===== src/rtl/dq_pkg.sv =====
// ----------------------------------------------------------------------------
// dq_pkg: shared types for the double-ended queue
// Request codes, transaction payload structs and the per-cell command group.
// ----------------------------------------------------------------------------
package dq_pkg;

	localparam int DATA_W        = 32;
	localparam int FILL_W        = 5;
	localparam int DEPTH_DEFAULT = 16;

	// request codes
	typedef enum logic [1:0] {
		REQ_PUSH_FRONT = 2'd0,
		REQ_PUSH_BACK  = 2'd1,
		REQ_POP_FRONT  = 2'd2,
		REQ_POP_BACK   = 2'd3
	} req_kind_t;

	// request transaction
	typedef struct packed {
		req_kind_t                 req_type;
		logic signed [DATA_W-1:0]  push_value;
	} dq_req_t;

	// response transaction
	typedef struct packed {
		logic                      status;
		logic signed [DATA_W-1:0]  pop_value;
		logic                      is_empty;
		logic [FILL_W-1:0]         fill_count;
	} dq_rsp_t;

	// command broadcast to every cell, already qualified by acceptance
	typedef struct packed {
		logic push_front;
		logic push_back;
		logic pop_front;
		logic pop_back;
	} dq_cmd_t;

endpackage


===== src/rtl/double_ended_queue.sv =====
// ----------------------------------------------------------------------------
// double_ended_queue: bounded deque of 32-bit signed values
// A row of DEPTH cells keeps the elements packed from cell 0 (front) upward.
// ----------------------------------------------------------------------------
//  channel | valid     | stall     | payload
//  --------+-----------+-----------+---------------------------------------
//  request | req_valid | req_stall | req (req_type, push_value)
//  reply   | rsp_valid | rsp_stall | rsp (status, pop_value, is_empty,
//          |           |           |      fill_count)
//
// A request is served at the edge that accepts it: the cell row shifts or
// loads and the reply is registered at that same edge, so one request
// per cycle is taken while replies are drained. The tail is found by each
// cell against its neighbor, and the popped back value is a one-hot OR over
// the row. Reset empties the row and the reply register at once. A stalled
// reply holds the request side off until it is taken.
// ----------------------------------------------------------------------------
module double_ended_queue #(
	parameter int DEPTH = dq_pkg::DEPTH_DEFAULT
) (
	input  logic            clk,
	input  logic            arst_n,
	input  logic            req_valid,
	output logic            req_stall,
	input  dq_pkg::dq_req_t req,
	output logic            rsp_valid,
	input  logic            rsp_stall,
	output dq_pkg::dq_rsp_t rsp
);
	import dq_pkg::*;

	localparam int CNT_W = $clog2(DEPTH + 1);

	logic                  accept;
	logic                  full;
	logic                  empty;
	logic                  is_push;
	logic                  refused;
	dq_cmd_t               cmd;
	logic [DEPTH-1:0]      cell_valid;
	logic [DATA_W-1:0]     cell_data [DEPTH];
	logic [DATA_W-1:0]     cell_tail [DEPTH];
	logic [DATA_W-1:0]     tail_value;
	logic [DATA_W-1:0]     popped;
	logic [CNT_W-1:0]      count_q;
	logic [CNT_W-1:0]      count_next;
	logic                  rsp_valid_q;
	dq_rsp_t               rsp_q;

	// handshake
	assign req_stall = rsp_valid_q && rsp_stall;
	assign accept    = req_valid && !req_stall;

	assign full  = cell_valid[DEPTH-1];
	assign empty = !cell_valid[0];

	// request decode
	always_comb begin
		cmd = '0;
		unique case (req.req_type)
			REQ_PUSH_FRONT: cmd.push_front = 1'b1;
			REQ_PUSH_BACK:  cmd.push_back  = 1'b1;
			REQ_POP_FRONT:  cmd.pop_front  = 1'b1;
			REQ_POP_BACK:   cmd.pop_back   = 1'b1;
			default:        cmd = '0;
		endcase
		is_push = cmd.push_front || cmd.push_back;
		refused = is_push ? full : empty;
		if (!accept || refused) begin
			cmd = '0;
		end
	end

	// cell row
	for (genvar i = 0; i < DEPTH; i++) begin : g_cell
		logic              prev_valid;
		logic [DATA_W-1:0] prev_data;
		logic              next_valid;
		logic [DATA_W-1:0] next_data;

		if (i == 0) begin : g_first
			assign prev_valid = 1'b1;
			assign prev_data  = req.push_value;
		end else begin : g_mid
			assign prev_valid = cell_valid[i-1];
			assign prev_data  = cell_data[i-1];
		end

		if (i == DEPTH - 1) begin : g_last
			assign next_valid = 1'b0;
			assign next_data  = '0;
		end else begin : g_inner
			assign next_valid = cell_valid[i+1];
			assign next_data  = cell_data[i+1];
		end

		dq_cell u_cell (
			.clk        (clk),
			.arst_n     (arst_n),
			.cmd        (cmd),
			.prev_valid (prev_valid),
			.prev_data  (prev_data),
			.next_valid (next_valid),
			.next_data  (next_data),
			.push_value (req.push_value),
			.valid      (cell_valid[i]),
			.data       (cell_data[i]),
			.tail_data  (cell_tail[i])
		);
	end

	// gather the tail element (at most one cell drives nonzero)
	always_comb begin
		tail_value = '0;
		for (int i = 0; i < DEPTH; i++) begin
			tail_value = tail_value | cell_tail[i];
		end
	end

	// popped value and next count
	always_comb begin
		popped     = '0;
		count_next = count_q;
		if (cmd.pop_front) begin
			popped     = cell_data[0];
			count_next = count_q - CNT_W'(1);
		end else if (cmd.pop_back) begin
			popped     = tail_value;
			count_next = count_q - CNT_W'(1);
		end else if (cmd.push_front || cmd.push_back) begin
			count_next = count_q + CNT_W'(1);
		end
	end

	// element count
	always_ff @(posedge clk or negedge arst_n) begin
		if (!arst_n) begin
			count_q <= '0;
		end else if (accept) begin
			count_q <= count_next;
		end
	end

	// reply register
	always_ff @(posedge clk or negedge arst_n) begin
		if (!arst_n) begin
			rsp_valid_q <= 1'b0;
		end else if (accept) begin
			rsp_valid_q <= 1'b1;
		end else if (!rsp_stall) begin
			rsp_valid_q <= 1'b0;
		end
	end

	always_ff @(posedge clk) begin
		if (accept) begin
			rsp_q.status     <= refused;
			rsp_q.pop_value  <= popped;
			rsp_q.is_empty   <= (count_next == '0);
			rsp_q.fill_count <= FILL_W'(count_next);
		end
	end

	assign rsp_valid = rsp_valid_q;
	assign rsp       = rsp_q;

endmodule


===== src/rtl/dq_cell.sv =====
// ----------------------------------------------------------------------------
// dq_cell: one slot of the deque cell row
// Holds one element and its occupancy bit; shifts toward either neighbor,
// takes a pushed value when it is the first free slot, and drops out when
// it is the tail on a pop from the back.
// ----------------------------------------------------------------------------
module dq_cell (
	input  logic                        clk,
	input  logic                        arst_n,
	input  dq_pkg::dq_cmd_t             cmd,
	input  logic                        prev_valid,
	input  logic [dq_pkg::DATA_W-1:0]   prev_data,
	input  logic                        next_valid,
	input  logic [dq_pkg::DATA_W-1:0]   next_data,
	input  logic [dq_pkg::DATA_W-1:0]   push_value,
	output logic                        valid,
	output logic [dq_pkg::DATA_W-1:0]   data,
	output logic [dq_pkg::DATA_W-1:0]   tail_data
);
	import dq_pkg::*;

	logic              valid_q;
	logic [DATA_W-1:0] data_q;
	logic              is_tail;

	assign is_tail = valid_q && !next_valid;

	// occupancy
	always_ff @(posedge clk or negedge arst_n) begin
		if (!arst_n) begin
			valid_q <= 1'b0;
		end else if (cmd.push_front) begin
			valid_q <= prev_valid;
		end else if (cmd.pop_front) begin
			valid_q <= next_valid;
		end else if (cmd.push_back && !valid_q && prev_valid) begin
			valid_q <= 1'b1;
		end else if (cmd.pop_back && is_tail) begin
			valid_q <= 1'b0;
		end
	end

	// element data
	always_ff @(posedge clk) begin
		if (cmd.push_front) begin
			data_q <= prev_data;
		end else if (cmd.pop_front) begin
			data_q <= next_data;
		end else if (cmd.push_back && !valid_q && prev_valid) begin
			data_q <= push_value;
		end
	end

	assign valid     = valid_q;
	assign data      = data_q;
	assign tail_data = is_tail ? data_q : '0;

endmodule


===== config.mk =====
export PLATFORM = sky130hd
export DESIGN_NAME = double_ended_queue
export DESIGN_NICKNAME = d
export VERILOG_FILES = /design/src/rtl/dq_pkg.sv /design/src/rtl/double_ended_queue.sv /design/src/rtl/dq_cell.sv
export SDC_FILE = /design/constraint.sdc
export NUM_CORES = 1
export LEC_CHECK = 0
export ABC_AREA = 0
export BUFFER_PORTS_ARGS = -buffer_cell sky130_fd_sc_hd__buf_2
export CAP_MARGIN = 10
export CORE_UTILIZATION = 35
export DETAILED_ROUTE_END_ITERATION = 10
export GPL_ROUTABILITY_DRIVEN = 0
export SLEW_MARGIN = 30
export SYNTH_ARGS = -nofsm -noshare
export SYNTH_HDL_FRONTEND = slang
export SYNTH_SLANG_ARGS = --single-unit
export TNS_END_PERCENT = 30

===== constraint.sdc =====
create_clock -name clk -period 5.4 [get_ports clk]
set_clock_uncertainty 0.2 [all_clocks]
set_input_delay 0.27 -clock clk [delete_from_list [all_inputs] [get_ports clk]]
set_output_delay 0.27 -clock clk [all_outputs]
set_load 0.03 [all_outputs]

[Yosys cells after proc, flatten, opt, wreduce, memory -nomap -nowiden]
Cells that the tools add are included.
W data, S select, Z words.
Word-level totals
  flip-flop bits (word level): 573
  word-level logic and storage cells: 319
Cells by class
  add/subtract/negate cells: 2
  equality and inequality tests: 4
  muxes and demuxes: 141
  bitwise logic cells: 15
  reductions and logical operators: 119
Operators by type and width (count)
  $mux W32: 66
  $or A32 B32 Y32: 15
  $mux W1: 71
  $logic_and A1 B1 Y1: 64
  $reduce_bool A4 Y1: 16
  $reduce_bool A3 Y1: 16
  $logic_not A1 Y1: 18
  $mux W5: 3
  $add A5 B1 Y5 const B: 1
  $logic_not A5 Y1: 1
  $sub A5 B1 Y5 const B: 1
  $eq A2 B2 Y1 const B: 2
  $mux W4: 1
  $logic_or A1 B1 Y1: 3
  $eq A2 B1 Y1 const B: 1
  $logic_not A2 Y1: 1
  $ne A2 B1 Y1 const B: 1

[Logic depth before layout (Yosys ltp)]
  depth in word-level cells: 20
  gate-level depth with buffers: 9
  mapped depth without buffers: 6

[Cells and area by module]
From an unflattened synthesis, not the netlist that was laid out.
Unflattened totals
  cell total of the unflattened synthesis: 3233
  area total of the unflattened synthesis: 34535.6 um^2
Modules (own cells, without submodules)
  dq_cell: instances 16, cells an instance 184, area an instance 1968.1 um^2, sequential area each 985.9 um^2
  double_ended_queue: instances 1, cells an instance 289, area an instance 3045.4 um^2, sequential area each 1321.3 um^2

[Least setup slack after synthesis]
No wires, ideal clock.
  kind: reg2reg
  start: reg rsp_valid_q (netlist: rsp_valid)
  end: reg g_cell[0].u_cell.data_q[0], enable pin
  library setup time: 432 ps
  arrival time: 3757 ps
  required time: 4768 ps
  setup slack: 1012 ps
  stages on the path, launching flop included: 6
  cells stage by stage: dfrtp_1 -> a21boi_4 -> nand3_2 -> buf_1 -> clkbuf_1 -> a21oi_1
Between the ends
  cells in the longest elaborated chain, start to end: 8
Ends and longest elaborated chain
  start: declaration: line double_ended_queue.sv:47  | logic rsp_valid_q;
  start signal: assignment: line double_ended_queue.sv:147  | rsp_valid_q <= 1'b0;
  start signal: assignment: line double_ended_queue.sv:149  | rsp_valid_q <= 1'b1;
  start signal: assignment: line double_ended_queue.sv:151  | rsp_valid_q <= 1'b0;
  $logic_and A1 B1 Y1 (*): line double_ended_queue.sv:51  | assign req_stall = rsp_valid_q && rsp_stall;
  $logic_not A1 Y1 (*): line double_ended_queue.sv:52  | assign accept = req_valid && !req_stall;
  $logic_and A1 B1 Y1 (*): line double_ended_queue.sv:52
  via accept: line double_ended_queue.sv:34  | logic accept;
  $logic_not A1 Y1 (*): line double_ended_queue.sv:69  | if (!accept || refused) begin
  $logic_or A1 B1 Y1 (*): line double_ended_queue.sv:69
  $mux W4 (*): line double_ended_queue.sv:69
  $logic_and A1 B1 Y1: line dq_cell.sv:49  | end else if (cmd.push_back && !valid_q && prev_valid) begin
  $reduce_bool A3 Y1 (no source line) (*)
  end signal: assignment: line dq_cell.sv:46  | data_q <= prev_data;
  end signal: assignment: line dq_cell.sv:48  | data_q <= next_data;
  end signal: assignment: line dq_cell.sv:50  | data_q <= push_value;
  end: declaration: line dq_cell.sv:23  | logic [DATA_W-1:0] data_q;
Mark *: on every way through the listed nets, which the timed path passes. The rest lies on a longest branch.
A chain may end at the register's enable or synchronous reset.

[Worst setup path after layout]
  start: reg g_cell[5].u_cell.valid_q
  end: reg g_cell[6].u_cell.data_q[2], enable pin
Between the ends
  cells in the longest elaborated chain, start to end: 2
Ends and longest elaborated chain
  start: declaration: line dq_cell.sv:22  | logic valid_q;
  start signal: assignment: line dq_cell.sv:33  | valid_q <= prev_valid;
  start signal: assignment: line dq_cell.sv:35  | valid_q <= next_valid;
  $logic_and A1 B1 Y1: line dq_cell.sv:49
  $reduce_bool A3 Y1 (no source line)
  end signal: assignment: line dq_cell.sv:46
  end signal: assignment: line dq_cell.sv:48
  end signal: assignment: line dq_cell.sv:50
  end: declaration: line dq_cell.sv:23
No other way between the ends.

==> flow_summary.json <==
{
  "synth.avg_cell_area_um2": 11.4,
  "hold_violations": 0,
  "grt_pass1_vias": 21199,
  "synthToLayoutAreaGrowth_pct": 13.8,
  "grt_usage_pct": 22.8,
  "yosysUniqueCellTypes": 40,
  "run_status": "completed",
  "drtPass1Iterations": 6,
  "synth_seq_cells": 573,
  "fillCellCount": 7367,
  "via_per_inst": 6.33,
  "nets": 2513,
  "yosysSeqAreaShare_pct": 61.2,
  "grt_max_degree": 193,
  "fin_util_pct": 40.3,
  "reg2reg_from": "g_cell[5].u_cell.valid",
  "cts_tree": "done",
  "mostFrequentLayoutCell": "nand2_1",
  "async_reset_ff_share_pct": 3.84,
  "critical_path_class": "reg -> reg",
  "die_y_um": 285,
  "synthCells": 2460,
  "postRouteAntennaNets": 0,
  "numPortBuffers": 78,
  "slew_headroom_pct": 32.0,
  "clkTransAtPathRegs_ps": 60,
  "drv_slew": 0,
  "tns_ps": 0,
  "hold_start": "req[33]",
  "required_ps": 5510,
  "clock-sinks": 573,
  "vias": 22566,
  "setup_violations": 0,
  "hpwl_um": 52500,
  "startpoint": "g_cell[5].u_cell.valid",
  "cts_buffers": 59,
  "routed_wl_um": 95100,
  "yosys_warnings": 0,
  "clock_latency_ps": 640,
  "initial_core_util_pct": 35.4,
  "grt_antenna_before_repair": 0,
  "die_w_um": 285,
  "period_share_pct": 66.3,
  "die_area_mm2": 0.0810,
  "cts_root_buf": "clkbuf_16",
  "ir_worst_vdd_uv": 260,
  "io_pins": 79,
  "clk_path_buf_depth": 3,
  "grt_pass1_wl_um": 140000,
  "post-route-drc-count": 0,
  "arrival_ps": 3690,
  "rsz0062_at_grt": "no",
  "synth_nets": 2500,
  "cp_max_fo": 28,
  "yosys_most_used_dff": "edfxtp_1",
  "end_kind": "flip-flop",
  "synth_edf_count": 551,
  "drv_cap": 0,
  "h-tree-depth": 2,
  "worst_pin_slew_ps": 1020,
  "gr-total-overflow": 0,
  "p_per_area_mw_per_mm2": 464,
  "synth_area_mm2": 0.0280,
  "wire_per_inst_um": 26.7,
  "p_leak_nw": 11.1,
  "core_mm2": 0.0790,
  "hold_class": "in -> reg",
  "rows": 103,
  "fmax_ghz": 0.279,
  "most-common-layout-cells": "697 x nand2_1, 551 x edfxtp_1, 480 x a22oi_1",
  "crit_path_start_kind": "flip-flop",
  "fin_crit_ps": 3580,
  "drt_iter0_drc": 3055,
  "layout-drive-gt1-share_pct": 12.0
}
per-layer routing:
layer | part of all wire [%] | GRT usage [%] | vias up
met2 | 44 | 34.5 | 1550
li1 | - | - | 9561
met3 | 12 | 4.32 | 254
met5 | 0 | 0 | -
met1 | 40 | 32.0 | 11201
met4 | 4.3 | 9.37 | 0
cells by family (layout without fill, tap and decap cells):
logic type	after synthesis	after routing	share of synthesized area [%]
multiplexers	35	35	1.40
AND/OR/NAND/NOR	816	816	11.9
buffers and inverters	238	292	3.91
AO/OA/AOI/OAI	787	787	21.3
flip-flops	573	573	61.2
adder cells (fa/ha/maj)	2	2	0.0895
other	0	1	0
XOR/XNOR	9	9	0.282
cell usage after synthesis (2+ instances only):
cell / count / area [µm²]
nand2_1: 697 / 2620
edfxtp_1: 551 / 16500
a22oi_1: 480 / 3600
buf_2: 144 / 721
a22o_1: 97 / 850
a221oi_1: 78 / 683
clkbuf_1: 75 / 282
o22ai_1: 66 / 413
nand4_1: 34 / 213
mux2_2: 32 / 360
nor2_1: 29 / 109
o21ai_0: 23 / 115
dfrtp_1: 22 / 551
a21oi_1: 20 / 100
nand2b_1: 17 / 106
a211oi_1: 15 / 113
nor2b_1: 15 / 93.8
buf_1: 12 / 45.0
nor4_1: 12 / 75.1
xor2_1: 6 / 52.6
inv_1: 4 / 15.0
mux2i_1: 3 / 30.0
nand4b_1: 3 / 26.3
xnor2_1: 3 / 26.3
a221o_1: 2 / 20.0
buf_6: 2 / 22.5
ha_1: 2 / 25.0
nand3_2: 2 / 20.0
o2bb2ai_1: 2 / 17.5
or2_2: 2 / 12.5
worst max-delay path, cell delays in order (launching register included):
cell and delay, ps:
dfrtp_2 930, nor2b_2 270, buf_4 540, nand2b_1 190, a21oi_4 760, buf_12 320
power breakdown:
group	total, W	internal (W)	switching (W)
logic	0.00449	0.00136	0.00313
registers	0.00626	0.00567	0.000596
clock network	0.00401	0.00226	0.00175
total	0.0148	0.00929	0.00547
cell type report:
class	instances	area [µm²]	area share [%]
clock buffers	75	1560	4.89
repair buffers	186	1520	4.77
well taps	1050	1310	4.13
inverters	4	15.0	0.0472
clock inverters	27	272	0.853
diodes	1	2.50	0.00786
multi-input cells	1649	10000	31.6
flip-flops and latches	573	17100	53.7
timing repair:
item                                    CTS  global route
endpoints found under the setup margin    0             0
resized for setup                         0             0
hold buffers                             37             0
endpoints found under the hold margin    55             0
setup buffers                             0             0
flip-flops by register name, summed over array words and instances (netlist names):
register and count:
g_cell.u_cell.valid 16, count_q 5, rsp_valid 1, rsp 39, g_cell.u_cell.data 512
final timing paths:
kind                                                  to  slack, ps  cells past startpoint
worst max-delay path            g_cell[6].u_cell.data[2]       1820                      5
worst min register to register                count_q[4]        300                      1
max in group asynchronous        g_cell[10].u_cell.valid       4240                      4
worst max register to register  g_cell[6].u_cell.data[2]       1820                      5
min in group asynchronous        g_cell[15].u_cell.valid        370                      3
worst min-delay path              g_cell[8].u_cell.valid        180                      4
per-stage QoR:
| stage | instances | setup WS (ps) | hold slack [ps] | power (W) | area [µm²] |
|---|---|---|---|---|---|
| 2_1_floorplan | 2460 | 1010 | -226 | 0.00868 | 28000 |
| 3_3_place_gp | 3425 | 1910 | 104 | 0.0106 | 29600 |
| 3_5_place_dp | 3425 | 1880 | 109 | 0.0106 | 29600 |
| 4_1_cts | 3564 | 1860 | 128 | 0.0147 | 31800 |
| 5_1_grt | 3564 | 1790 | 166 | 0.0152 | 31800 |
| 6_report | 3565 | 1820 | 178 | 0.0148 | 31800 |
No activity file was read; power rests on OpenSTA's default activity.
